===== config.mk =====
export PLATFORM = sky130hd
export DESIGN_NAME = nt_password_hash_top
export DESIGN_NICKNAME = d
export VERILOG_FILES = /design/src/ntph_pkg.sv /design/src/ntph_md4_core.sv /design/src/ntph_out.sv /design/src/nt_password_hash_top.sv
export SDC_FILE = /design/constraint.sdc
export NUM_CORES = 2
export LEC_CHECK = 0
export BUFFER_PORTS_ARGS = -buffer_cell sky130_fd_sc_hd__buf_2
export CORE_ASPECT_RATIO = 1.75
export CORE_UTILIZATION = 40
export DETAILED_ROUTE_END_ITERATION = 8
export PLACE_DENSITY_LB_ADDON = 0.3
export SLEW_MARGIN = 30
export SYNTH_ARGS = -nofsm -noshare
export SYNTH_HDL_FRONTEND = slang
export SYNTH_SLANG_ARGS = --single-unit

===== constraint.sdc =====
create_clock -name clk_i -period 7.7 [get_ports clk_i]
set_input_delay 0.77 -clock clk_i [delete_from_list [all_inputs] [get_ports clk_i]]
set_output_delay 0.77 -clock clk_i [all_outputs]
set_load 0.02 [all_outputs]

===== src/ntph_pkg.sv =====
// ntph_pkg: shared constants, types and helper functions of the nt password hash block
`default_nettype none
package ntph_pkg;

  // passphrase bound and message byte counter
  localparam int MAX_PASS_BYTES = 512;
  localparam int MSG_MAX        = 2 * MAX_PASS_BYTES;
  localparam int MSG_W          = $clog2(MSG_MAX + 1);

  // md4 schedule
  localparam int ROUNDS = 48;
  localparam int RND_W  = $clog2(ROUNDS);

  localparam logic [1:0] ROUND_F = 2'd0;
  localparam logic [1:0] ROUND_G = 2'd1;
  localparam logic [1:0] ROUND_H = 2'd2;

  localparam logic [31:0] IV_A  = 32'h6745_2301;
  localparam logic [31:0] IV_B  = 32'hefcd_ab89;
  localparam logic [31:0] IV_C  = 32'h98ba_dcfe;
  localparam logic [31:0] IV_D  = 32'h1032_5476;
  localparam logic [31:0] K_G   = 32'h5a82_7999;
  localparam logic [31:0] K_H   = 32'h6ed9_eba1;

  // block buffer layout in 16-bit halves
  localparam logic [4:0]  HALF_LAST = 5'd31;
  localparam logic [4:0]  HALF_LEN  = 5'd28;
  localparam logic [3:0]  WORD_LEN_LO = 4'd14;
  localparam logic [3:0]  WORD_LEN_HI = 4'd15;
  localparam logic [15:0] PAD_HALF  = 16'h0080;

  // result string
  localparam int NUM_CHARS  = 36;
  localparam int LEAD_CHARS = 4;
  localparam int CNT_W      = $clog2(NUM_CHARS);
  localparam logic [6:0] ERR_CHAR = 7'h00;

  typedef struct packed {
    logic start;
    logic reinit;
  } ntph_core_ctl_t;

  // rotate amount for a round group and step within a group of four
  function automatic logic [4:0] md4_shift(input logic [1:0] grp, input logic [1:0] j);
    logic [4:0] s;
    s = 5'd3;
    case (grp)
      ROUND_F: begin
        case (j)
          2'd0: s = 5'd3;
          2'd1: s = 5'd7;
          2'd2: s = 5'd11;
          default: s = 5'd19;
        endcase
      end
      ROUND_G: begin
        case (j)
          2'd0: s = 5'd3;
          2'd1: s = 5'd5;
          2'd2: s = 5'd9;
          default: s = 5'd13;
        endcase
      end
      default: begin
        case (j)
          2'd0: s = 5'd3;
          2'd1: s = 5'd9;
          2'd2: s = 5'd11;
          default: s = 5'd15;
        endcase
      end
    endcase
    return s;
  endfunction

  // message word index of a round step
  function automatic logic [3:0] md4_widx(input logic [1:0] grp, input logic [3:0] j);
    logic [3:0] w;
    w = j;
    case (grp)
      ROUND_F: w = j;
      ROUND_G: w = {j[1:0], j[3:2]};
      default: w = {j[0], j[1], j[2], j[3]};
    endcase
    return w;
  endfunction

  // lowercase hex digit
  function automatic logic [6:0] hex_char(input logic [3:0] nib);
    logic [6:0] c;
    if (nib < 4'd10) begin
      c = 7'h30 + {3'b000, nib};
    end else begin
      c = 7'h57 + {3'b000, nib};
    end
    return c;
  endfunction

  // the "$3$$" lead
  function automatic logic [6:0] lead_char(input logic [1:0] idx);
    logic [6:0] c;
    case (idx)
      2'd1:    c = 7'h33;
      default: c = 7'h24;
    endcase
    return c;
  endfunction

endpackage
`default_nettype wire


===== src/ntph_md4_core.sv =====
// ntph_md4_core: md4 chaining state and one shared round unit stepped through the 48 rounds
`default_nettype none
module ntph_md4_core (
  input  wire logic                  clk_i,
  input  wire logic                  rst_ni,
  input  wire ntph_pkg::ntph_core_ctl_t ctl_i,
  output logic [3:0]                 w_idx_o,
  input  wire logic [31:0]           w_i,
  output logic                       done_o,
  output logic [127:0]               digest_o
);
  import ntph_pkg::*;

  typedef enum logic [2:0] {
    C_IDLE  = 3'b001,
    C_ROUND = 3'b010,
    C_FOLD  = 3'b100
  } core_state_e;

  core_state_e st_q, st_d;
  logic [RND_W-1:0] rnd_q, rnd_d;
  logic [31:0] a_q, b_q, c_q, d_q;
  logic [31:0] h_q [4];
  logic [1:0]  grp;
  logic [3:0]  stp;
  logic [31:0] f_val, k_val, sum;
  logic [63:0] rot;
  logic [4:0]  sh;

  assign grp = rnd_q[RND_W-1:RND_W-2];
  assign stp = rnd_q[3:0];
  assign w_idx_o = md4_widx(grp, stp);
  assign sh  = md4_shift(grp, stp[1:0]);

  // round function and constant
  always_comb begin
    case (grp)
      ROUND_F: begin
        f_val = (b_q & c_q) | (~b_q & d_q);
        k_val = '0;
      end
      ROUND_G: begin
        f_val = (b_q & c_q) | (b_q & d_q) | (c_q & d_q);
        k_val = K_G;
      end
      default: begin
        f_val = b_q ^ c_q ^ d_q;
        k_val = K_H;
      end
    endcase
  end

  assign sum = a_q + f_val + w_i + k_val;
  assign rot = {sum, sum} << sh;

  // sequencer
  always_comb begin
    st_d  = st_q;
    rnd_d = rnd_q;
    case (st_q)
      C_IDLE: begin
        if (ctl_i.start) begin
          st_d  = C_ROUND;
          rnd_d = '0;
        end
      end
      C_ROUND: begin
        rnd_d = rnd_q + RND_W'(1);
        if (rnd_q == RND_W'(ROUNDS - 1)) begin
          st_d = C_FOLD;
        end
      end
      C_FOLD: st_d = C_IDLE;
      default: st_d = C_IDLE;
    endcase
  end

  always_ff @(posedge clk_i or negedge rst_ni) begin
    if (!rst_ni) begin
      st_q  <= C_IDLE;
      rnd_q <= '0;
    end else begin
      st_q  <= st_d;
      rnd_q <= rnd_d;
    end
  end

  // chaining words
  always_ff @(posedge clk_i or negedge rst_ni) begin
    if (!rst_ni) begin
      h_q[0] <= IV_A;
      h_q[1] <= IV_B;
      h_q[2] <= IV_C;
      h_q[3] <= IV_D;
    end else if (ctl_i.reinit) begin
      h_q[0] <= IV_A;
      h_q[1] <= IV_B;
      h_q[2] <= IV_C;
      h_q[3] <= IV_D;
    end else if (st_q == C_FOLD) begin
      h_q[0] <= h_q[0] + a_q;
      h_q[1] <= h_q[1] + b_q;
      h_q[2] <= h_q[2] + c_q;
      h_q[3] <= h_q[3] + d_q;
    end
  end

  // working words
  always_ff @(posedge clk_i) begin
    if (st_q == C_IDLE && ctl_i.start) begin
      a_q <= h_q[0];
      b_q <= h_q[1];
      c_q <= h_q[2];
      d_q <= h_q[3];
    end else if (st_q == C_ROUND) begin
      a_q <= d_q;
      d_q <= c_q;
      c_q <= b_q;
      b_q <= rot[63:32];
    end
  end

  assign done_o   = (st_q == C_FOLD);
  assign digest_o = {h_q[3], h_q[2], h_q[1], h_q[0]};

`ifndef SYNTHESIS
  a_start_idle : assert property (@(posedge clk_i) disable iff (!rst_ni)
    ctl_i.start |-> st_q == C_IDLE)
    else $error("md4 start while compressing");
  a_fold_after_last : assert property (@(posedge clk_i) disable iff (!rst_ni)
    (st_q == C_ROUND && rnd_q == RND_W'(ROUNDS - 1)) |=> st_q == C_FOLD)
    else $error("md4 fold did not follow the last round");
`endif

endmodule
`default_nettype wire


===== src/ntph_out.sv =====
// ntph_out: result string serialiser, one character word per handshake
`default_nettype none
module ntph_out (
  input  wire logic         clk_i,
  input  wire logic         rst_ni,
  input  wire logic         start_i,
  input  wire logic         err_i,
  input  wire logic [127:0] digest_i,
  output logic              busy_o,
  output logic              out_valid_o,
  input  wire logic         out_stall_i,
  output logic [6:0]        out_char_o,
  output logic              final_char_o,
  output logic              length_error_o
);
  import ntph_pkg::*;

  logic              busy_q, err_q;
  logic [CNT_W-1:0]  cnt_q;
  logic [127:0]      dig_q;
  logic [CNT_W-1:0]  hex_pos;
  logic [7:0]        dbyte;
  logic [3:0]        nib;
  logic              last;
  logic              take;

  // digit selection: byte order low first, high nibble first
  assign hex_pos = cnt_q - CNT_W'(LEAD_CHARS);
  assign dbyte   = dig_q[8*hex_pos[4:1] +: 8];
  assign nib     = hex_pos[0] ? dbyte[3:0] : dbyte[7:4];
  assign last    = err_q || (cnt_q == CNT_W'(NUM_CHARS - 1));
  assign take    = busy_q && !out_stall_i;

  always_comb begin
    if (err_q) begin
      out_char_o = ERR_CHAR;
    end else if (cnt_q < CNT_W'(LEAD_CHARS)) begin
      out_char_o = lead_char(cnt_q[1:0]);
    end else begin
      out_char_o = hex_char(nib);
    end
  end

  assign out_valid_o    = busy_q;
  assign final_char_o   = last;
  assign length_error_o = err_q;
  assign busy_o         = busy_q;

  // character counter
  always_ff @(posedge clk_i or negedge rst_ni) begin
    if (!rst_ni) begin
      busy_q <= 1'b0;
      err_q  <= 1'b0;
      cnt_q  <= '0;
    end else if (start_i) begin
      busy_q <= 1'b1;
      err_q  <= err_i;
      cnt_q  <= '0;
    end else if (take) begin
      if (last) begin
        busy_q <= 1'b0;
      end
      cnt_q <= cnt_q + CNT_W'(1);
    end
  end

  // digest copy
  always_ff @(posedge clk_i) begin
    if (start_i) begin
      dig_q <= digest_i;
    end
  end

`ifndef SYNTHESIS
  a_start_free : assert property (@(posedge clk_i) disable iff (!rst_ni)
    start_i |-> !busy_q)
    else $error("result string started while one is still going out");
`endif

endmodule
`default_nettype wire


===== src/nt_password_hash_top.sv =====
// nt_password_hash_top: byte intake, block buffer, padding sequencer and result output
// An ordinary byte word is taken while idle; one that fills a 64-byte block adds
// one compression (the rounds in the shared round unit plus setup and fold).
// A final word within the bound adds padding and one or two compressions; then 36 characters
// (or one error word) go out at one per cycle when not stalled, while the next phrase is taken.
// Reset clears the chaining words, byte count and overflow flag; the block buffer needs no reset.
`default_nettype none
module nt_password_hash_top (
  input  wire logic       clk_i,
  input  wire logic       rst_ni,
  input  wire logic       in_valid_i,
  output logic            in_stall_o,
  input  wire logic [7:0] pass_byte_i,
  input  wire logic       ends_phrase_i,
  input  wire logic       carries_no_byte_i,
  output logic            out_valid_o,
  input  wire logic       out_stall_i,
  output logic [6:0]      out_char_o,
  output logic            final_char_o,
  output logic            length_error_o
);
  import ntph_pkg::*;

  typedef enum logic [6:0] {
    S_IDLE = 7'b0000001,
    S_PAD  = 7'b0000010,
    S_ZERO = 7'b0000100,
    S_LEN  = 7'b0001000,
    S_KICK = 7'b0010000,
    S_WAIT = 7'b0100000,
    S_EMIT = 7'b1000000
  } top_state_e;

  top_state_e st_q, st_d, ret_q, ret_d;
  logic [MSG_W-1:0] msg_q, msg_d;
  logic             ovf_q, ovf_d;
  logic [4:0]       ptr_q, ptr_d;
  logic [31:0]      buf_q [16];
  logic             in_take;
  logic             wr_en, len_wr;
  logic [4:0]       wr_half;
  logic [15:0]      wr_data;
  logic [5:0]       next_pos;
  ntph_core_ctl_t   core_ctl;
  logic [3:0]       w_idx;
  logic             core_done;
  logic [127:0]     digest;
  logic             out_start, out_busy;

  assign in_take    = in_valid_i && (st_q == S_IDLE);
  assign in_stall_o = (st_q != S_IDLE);
  assign next_pos   = 6'(msg_d);

  // sequencer
  always_comb begin
    st_d      = st_q;
    ret_d     = ret_q;
    msg_d     = msg_q;
    ovf_d     = ovf_q;
    ptr_d     = ptr_q;
    wr_en     = 1'b0;
    wr_half   = ptr_q;
    wr_data   = '0;
    len_wr    = 1'b0;
    core_ctl  = '0;
    out_start = 1'b0;
    case (st_q)
      S_IDLE: begin
        if (in_take) begin
          if (!carries_no_byte_i) begin
            if (msg_q >= MSG_W'(MSG_MAX)) begin
              ovf_d = 1'b1;
            end else begin
              wr_en   = 1'b1;
              wr_half = 5'(6'(msg_q) >> 1);
              wr_data = {8'h00, pass_byte_i};
              msg_d   = msg_q + MSG_W'(2);
            end
          end
          ptr_d = next_pos[5:1];
          if (wr_en && next_pos == 6'd0) begin
            st_d  = S_KICK;
            ret_d = ends_phrase_i ? S_PAD : S_IDLE;
          end else if (ends_phrase_i) begin
            st_d = ovf_d ? S_EMIT : S_PAD;
          end
        end
      end
      S_PAD: begin
        wr_en   = 1'b1;
        wr_data = PAD_HALF;
        ptr_d   = ptr_q + 5'd1;
        if (ptr_q == HALF_LAST) begin
          st_d  = S_KICK;
          ret_d = S_ZERO;
        end else begin
          st_d = S_ZERO;
        end
      end
      S_ZERO: begin
        if (ptr_q == HALF_LEN) begin
          st_d = S_LEN;
        end else begin
          wr_en = 1'b1;
          ptr_d = ptr_q + 5'd1;
          if (ptr_q == HALF_LAST) begin
            st_d  = S_KICK;
            ret_d = S_ZERO;
          end
        end
      end
      S_LEN: begin
        len_wr = 1'b1;
        st_d   = S_KICK;
        ret_d  = S_EMIT;
      end
      S_KICK: begin
        core_ctl.start = 1'b1;
        st_d           = S_WAIT;
      end
      S_WAIT: begin
        if (core_done) begin
          st_d = ret_q;
        end
      end
      S_EMIT: begin
        if (!out_busy) begin
          out_start       = 1'b1;
          core_ctl.reinit = 1'b1;
          msg_d           = '0;
          ovf_d           = 1'b0;
          st_d            = S_IDLE;
        end
      end
      default: st_d = S_IDLE;
    endcase
  end

  always_ff @(posedge clk_i or negedge rst_ni) begin
    if (!rst_ni) begin
      st_q  <= S_IDLE;
      ret_q <= S_IDLE;
      msg_q <= '0;
      ovf_q <= 1'b0;
      ptr_q <= '0;
    end else begin
      st_q  <= st_d;
      ret_q <= ret_d;
      msg_q <= msg_d;
      ovf_q <= ovf_d;
      ptr_q <= ptr_d;
    end
  end

  // block buffer, written a half word at a time; length words at the end
  always_ff @(posedge clk_i) begin
    if (wr_en) begin
      buf_q[wr_half[4:1]][16*wr_half[0] +: 16] <= wr_data;
    end
    if (len_wr) begin
      buf_q[WORD_LEN_LO] <= 32'({msg_q, 3'b000});
      buf_q[WORD_LEN_HI] <= '0;
    end
  end

  ntph_md4_core u_core (
    .clk_i    (clk_i),
    .rst_ni   (rst_ni),
    .ctl_i    (core_ctl),
    .w_idx_o  (w_idx),
    .w_i      (buf_q[w_idx]),
    .done_o   (core_done),
    .digest_o (digest)
  );

  ntph_out u_out (
    .clk_i          (clk_i),
    .rst_ni         (rst_ni),
    .start_i        (out_start),
    .err_i          (ovf_q),
    .digest_i       (digest),
    .busy_o         (out_busy),
    .out_valid_o    (out_valid_o),
    .out_stall_i    (out_stall_i),
    .out_char_o     (out_char_o),
    .final_char_o   (final_char_o),
    .length_error_o (length_error_o)
  );

`ifndef SYNTHESIS
  a_msg_bound : assert property (@(posedge clk_i) disable iff (!rst_ni)
    msg_q <= MSG_W'(MSG_MAX))
    else $error("byte count beyond the passphrase bound");
  a_no_write_in_compress : assert property (@(posedge clk_i) disable iff (!rst_ni)
    (st_q == S_KICK || st_q == S_WAIT) |-> !wr_en && !len_wr)
    else $error("block buffer written during compression");
`endif

endmodule
`default_nettype wire


# --- Word-level counts from Yosys, hierarchy flattened ---
# Memory sizes are Yosys's and may differ from the RTL's.
# Cells that the tools add are included.
totals:
  ff_bits: 432
  ramBits: 512
  output_inout_bits: 11
  elab_cells: 198
  memories: 1
memory_table:
  columns: ["name", "words", "word_bits", "read_ports", "rd_clocked_by_memory_dff", "write_ports", "line_no", "source"]
  rows:
  - ["buf_q", 16, 32, 1, 0, 2, "nt_password_hash_top.sv:38", "logic [31:0] buf_q [16];"]
classes:
  n_addsub: 15
  order_cmp: 3
  eq_ne: 30
  n_shift: 4
  n_mux: 89
  bitwise_logic: 10
  n_reduce_logical: 26
op_table:
  columns: ["cell", "n"]
  rows:
  - ["32-bit two-way mux", 11]
  - ["128-bit two-way mux", 2]
  - ["32-bit adder", 6]
  - ["32-bit bitwise AND", 4]
  - ["128-bit by 8-bit indexed part select with 8-bit output", 1]
  - ["7-bit two-way mux", 15]
  - ["32-bit OR", 3]
  - ["32-bit one-hot mux with 2 select lines", 1]
  - ["64-bit by 5-bit << shifter with 64-bit output", 1]
  - ["32-bit bitwise XOR", 2]
  - ["31-bit one-hot mux with 2 select lines", 1]
  - ["7-bit one-hot mux with 7 select lines", 1]
  - ["11-bit two-way mux", 4]
  - ["5-bit two-way mux", 8]
  - ["5-bit negation with 34-bit output", 1]
  - ["16-bit by 34-bit variable shift with 32-bit output, first input constant", 1]
  - ["16-bit by 34-bit indexed part select with 32-bit output", 1]
  - ["32-bit by 31-bit adder with 32-bit output", 1]
  - ["32-bit inverter", 1]
  - ["32-bit OR reduction", 1]
  - ["5-bit one-hot mux with 3 select lines", 2]
  - ["7-bit one-hot mux with 4 select lines", 1]
  - ["8-bit two-way mux", 3]
  - ["4-bit one-hot mux with 3 select lines", 2]
  - ["other kinds (53)", 103]

# --- Longest topological paths before layout ---
depth:
  depth_word: 10
  mapped_depth: 26

# --- By module ---
# Synthesis repeated with hierarchy kept, for this count alone.
hier_totals:
  cells_unflattened: 3937
  area_unflattened_um2: 42213.0
by_module_without_submodules:
  columns: ["module", "instances", "cells_per_inst", "area_each_um2", "seq_area_each_um2"]
  rows:
  - ["ntph_md4_core", 1, 2919, 24285.8, 7353.3]
  - ["nt_password_hash_top", 1, 720, 12306.8, 8300.5]
  - ["ntph_out", 1, 298, 5620.4, 4043.9]

# --- Worst setup path after synthesis ---
# No wires, ideal clock.
synth_timing:
  path_kind: "register to register"
  startpoint: "reg u_core.rnd_q[4]"
  endpoint: "reg u_core.b_q[20], data pin"
  t_arrival_ns: 6.629
  t_required_ns: 7.442
  setup_slack_ns: 0.813
  path_stages_with_launch: 25
  path_buffers: 4
  period_less_slack_ns: 6.887
  path_cell_list: "dfrtp_1 -> clkbuf_1 -> mux2i_1 -> nor2_1 -> a21oi_1 -> clkbuf_1 -> clkbuf_1 -> buf_1 -> mux2i_1 -> o22ai_1 -> a31oi_1 -> o21ai_0 -> fa_1 -> fa_1 -> ha_1 -> nor2b_1 -> o211ai_1 -> a2111oi_0 -> or3b_2 -> a211oi_1 -> mux2i_1 -> a211o_1 -> o211a_1 -> a31o_2 -> o221a_2"
synth_via:
  elab_chain_cells: 8
synth_lines:
  columns: ["element", "line_no", "source"]
  rows:
  - ["start, declared", "ntph_md4_core.sv:21", "logic [RND_W-1:0] rnd_q, rnd_d;"]
  - ["start signal, assigned", "ntph_md4_core.sv:84", "rnd_q <= rnd_d;"]
  - ["2-bit by 1-bit == test with 1-bit output or 2-bit logical NOT (tied branches)", "ntph_pkg.sv:47, ntph_pkg.sv:80, ntph_md4_core.sv:37", null]
  - ["32-bit one-hot mux with 2 select lines or 4-bit one-hot mux with 2 select lines (tied branches)", "ntph_md4_core.sv:37, ntph_pkg.sv:80", null]
  - ["32-bit adder or memory 16 x 32 bit (tied branches)", null, null]
  - ["32-bit adder", "ntph_md4_core.sv:53", "assign sum = a_q + f_val + w_i + k_val;"]
  - ["32-bit by 31-bit adder with 32-bit output", "ntph_md4_core.sv:53", null]
  - ["64-bit by 5-bit << shifter with 64-bit output *", "ntph_md4_core.sv:54", "assign rot = {sum, sum} << sh;"]
  - ["32-bit two-way mux *", "ntph_md4_core.sv:115", "end else if (st_q == C_ROUND) begin"]
  - ["32-bit two-way mux *", "ntph_md4_core.sv:110", "if (st_q == C_IDLE && ctl_i.start) begin"]
  - ["end signal, assigned", "ntph_md4_core.sv:112", "b_q <= h_q[1];"]
  - ["end signal, assigned", "ntph_md4_core.sv:119", "b_q <= rot[63:32];"]
  - ["end, declared", "ntph_md4_core.sv:22", "logic [31:0] a_q, b_q, c_q, d_q;"]
# Mark *: on every way between the ends. The rest lies on a longest branch, timed or not. The select of a mux whose other input is x is not followed.
# A chain may end at the register's enable or synchronous reset.

# --- Worst setup path after layout ---
layout_timing:
  startpoint: "reg u_core.rnd_q[2]"
  endpoint: "reg u_core.b_q[8], data pin"
layout_via:
  elab_chain_cells: 7
layout_lines:
  columns: ["element", "line_no", "source"]
  rows:
  - ["4-bit one-hot mux with 2 select lines", "ntph_pkg.sv:80", "case (grp)"]
  - ["memory 16 x 32 bit", null, null]
  - ["32-bit adder", "ntph_md4_core.sv:53", null]
  - ["32-bit by 31-bit adder with 32-bit output", "ntph_md4_core.sv:53", null]
  - ["64-bit by 5-bit << shifter with 64-bit output", "ntph_md4_core.sv:54", null]
  - ["32-bit two-way mux", "ntph_md4_core.sv:115", null]
  - ["32-bit two-way mux", "ntph_md4_core.sv:110", null]
# Every way passes these cells. The select of a mux whose other input is x is not followed.

==> results.json <==
{
  "drive_above_1_share_pct": 11.3,
  "drtAntennaViolNets": 0,
  "synth_edf_count": 491,
  "start_util_pct": 40.4,
  "num_vias": 30575,
  "die_h_um": 424,
  "nets": 4023,
  "fin_setup_tns_ns": 0,
  "fin_crit_sh_pct": 91.9,
  "critPathMaxFanout": 13,
  "gr-max-usage-layer": "met2",
  "use_met1_pct": 26.0,
  "design_area_mm2": 0.0449,
  "routed_wirelength_um": 139000,
  "synth_ff_type": "edfxtp_1",
  "required_ns": 8.22,
  "placed_area_mm2": 0.0423,
  "worst_slack_ns": 0.623,
  "cts_setup_buffers": 0,
  "p_per_area_mw_per_mm2": 359,
  "path_buf_inv": 3,
  "grt.met2_usage_pct": 48.6,
  "track_usage_pct": 27.1,
  "clock_latency_ns": 0.70,
  "skew_ns": 0.0471,
  "status": "completed",
  "tightest_slew_ns": 1.06,
  "cpPeakStageDelay_ns": 0.64,
  "core-area_mm2": 0.101,
  "place.gp.congestion": 0.989,
  "io_buffers": 24,
  "fillers": 9327,
  "clk_pin_slew_worst_paths_ns": 0.07,
  "slew_headroom_pct": 29.0,
  "p_leak_uw": 0.0181,
  "startpoint": "u_core.rnd_q[2]",
  "cts_buffers": 70,
  "ys_ff_latch": 691,
  "switching_share_pct": 41.8,
  "power.total_uw": 16100,
  "row_count": 154,
  "syn_area_mm2": 0.0407,
  "root_buffer": "clkbuf_16",
  "drtIter0Drc": 2332,
  "cp-start-kind": "register",
  "syn-num-nets": 4056,
  "ys_types": 87,
  "die-area_mm2": 0.103,
  "power.internal_uw": 9390,
  "io_pins": 25,
  "pwr-share-comb_pct": 45.5,
  "grt.overflow.total": 0,
  "ys_warn_count": 0,
  "clock_path_buffers": 3,
  "grt_pass1_vias": 31197,
  "criticalPathCategory": "register to register",
  "pwr-share-clk_pct": 23.3,
  "syn_to_final_growth_pct": 10.3,
  "slew_violations": 0,
  "cpLargestDelayFamily": "compound AO/OA/AOI/OAI gates",
  "async_flop_share_pct": 25.0,
  "pre_cts_ws_ns": 0.772,
  "antenna_found_initial": 2,
  "setup_violations": 0,
  "gr-usage-met3_pct": 4.10,
  "power.switching_uw": 6740,
  "dpl.hpwl_um": 104000,
  "max-cap-violations": 0,
  "hold_violations": 0,
  "grt_first_pass_wirelength_um": 204000,
  "power_frac_seq_pct": 31.2,
  "wl_per_cell_um": 27.0,
  "hold_buffers": 0,
  "ys_seq_area_share_pct": 48.4,
  "syn_inst": 3775,
  "avgSynthCellArea_um2": 10.8,
  "post-route-util_pct": 44.5,
  "tritoncts": "built",
  "rsz0062_at_grt": "false",
  "peakVddDrop_uv": 415,
  "rr_worst_depth": 22,
  "reg2reg_slack_ns": 0.62,
  "post-route-drc-count": 0,
  "cts_resized": 0,
  "r2r-end": "u_core.b_q[8]",
  "die_w_um": 243,
  "grt_max_degree": 131,
  "slowest_stage": "xnor2_1",
  "timing.critical_path.cells": "mux2i_1 -> nor2_1 -> a21oi_4 -> buf_12 -> buf_4 -> mux4_2 -> mux2i_1 -> nor2_1 -> a311oi_1 -> fa_1 -> inv_1 -> ha_1 -> a21o_1 -> nor2_1 -> a211oi_1 -> a21boi_0 -> o21ai_0 -> xnor2_1 -> mux2i_1 -> a211oi_1 -> o21ai_0 -> o21ai_0",
  "end_kind": "register",
  "clock.fmax_mhz": 141,
  "critPathCapture": "u_core.b_q[8]",
  "min_period_ns": 7.08,
  "cp.arrival_ns": 7.60,
  "cp.depth": 22,
  "r2r-start": "u_core.rnd_q[2]",
  "hold_class": "input port to asynchronous set/reset pin",
  "cts-htree-levels": 3,
  "vias_per_cell": 5.96,
  "clock_sinks": 691,
  "dr.pass1.iters": 6
}
-- cells in the final DEF, fill, tap and decap left out, types with 84 or more instances in the layout --
| master | n |
|---|---|
| mux4_2 | 93 |
| dfrtp_1 | 103 |
| nand2_1 | 590 |
| a21o_1 | 84 |
| mux2i_1 | 118 |
| o21ai_0 | 190 |
| nor2_1 | 255 |
| ha_1 | 194 |
| inv_1 | 135 |
| a21oi_1 | 305 |
| edfxtp_1 | 491 |
-- worst min-delay path by stage --
| stage | start | depth (start not counted) | to | slack (ns) |
|---|---|---|---|---|
| after CTS | rst_ni | 1 | u_core.digest_o[60] | 0.05 |
| after floorplan | buf_q[14][21] | 2 | buf_q[14][21] | 0.43 |
| after global routing | rst_ni | 1 | u_core.digest_o[34] | 0.08 |
| after global placement | buf_q[15][16] | 2 | buf_q[15][16] | 0.44 |
| final | rst_ni | 1 | u_core.digest_o[34] | 0.07 |
| after detailed placement | buf_q[15][17] | 2 | buf_q[15][17] | 0.45 |
-- area by class of cell --
cell class / instances / area, um^2 / share of cell area [%]
antenna: 4 / 10.0 / 0.0223
inverter: 138 / 533 / 1.19
multi-input combinational: 2769 / 19900 / 44.4
timing repair buffer: 72 / 547 / 1.22
clock buffer: 79 / 1820 / 4.05
tap: 1326 / 1660 / 3.70
sequential: 691 / 19700 / 43.9
clock inverter: 49 / 672 / 1.50
-- sequential cells by signal, indices dropped and copies added, names as in the netlist, 11 cells and up --
register / flops
u_core.digest_o: 128
buf_q: 262
u_core.b_q: 32
u_core.c_q: 32
msg_q: 11
u_core.d_q: 32
u_core.a_q: 32
u_out.dig_q: 128
-- power by group through the flow --
stage | Sequential [uW] | Clock (uW) | Combinational, uW
5_1_grt | 5030 | 3930 | 7970
3_3_place_gp | 5090 | 0 | 7170
3_5_place_dp | 5090 | 0 | 7230
4_1_cts | 5020 | 3810 | 7270
2_1_floorplan | 4720 | 0 | 5180
6_report | 5040 | 3750 | 7350
-- stage by stage --
step / std cells / hold slack [ns]
floorplan: 3775 / 0.429
global placement: 4995 / 0.443
detailed placement: 4995 / 0.448
CTS: 5123 / 0.0509
global route: 5124 / 0.0786
finish: 5128 / 0.0699
-- metal layers --
metal	routed length [um]	vias up	part of all wire, %
met2	71100	1073	51
met3	6450	489	4.7
met1	45200	15151	33
met4	15900	0	11
li1	-	13862	-
met5	0	-	0
-- cell usage after synthesis, types with 63 or more instances --
library cell	count	area [um^2]
nand2_1	591	2220
edfxtp_1	491	14700
a21oi_1	309	1550
nor2_1	269	1010
ha_1	194	2430
o21ai_0	191	956
clkbuf_1	152	571
inv_1	136	510
mux2i_1	118	1180
dfrtp_1	106	2650
mux4_2	93	2090
a21o_1	84	631
fa_1	73	1460
dfstp_2	67	1760
xnor2_1	67	587
nand3_1	63	315
-- logic make-up (layout without fill, tap and decap cells) --
| logic type | count (synthesis) | count (layout) | share of synthesized area [%] |
|---|---|---|---|
| AND/OR/NAND/NOR | 1185 | 1185 | 12.8 |
| AO/OA/AOI/OAI | 973 | 973 | 15.3 |
| flip-flops | 691 | 691 | 48.4 |
| buffers and inverters | 315 | 338 | 2.94 |
| adder cells (fa/ha/maj) | 267 | 267 | 9.55 |
| multiplexers | 222 | 222 | 8.38 |
| XOR/XNOR | 122 | 122 | 2.63 |
| other | 0 | 4 | 0 |
Power figures use the tool's default switching activity.
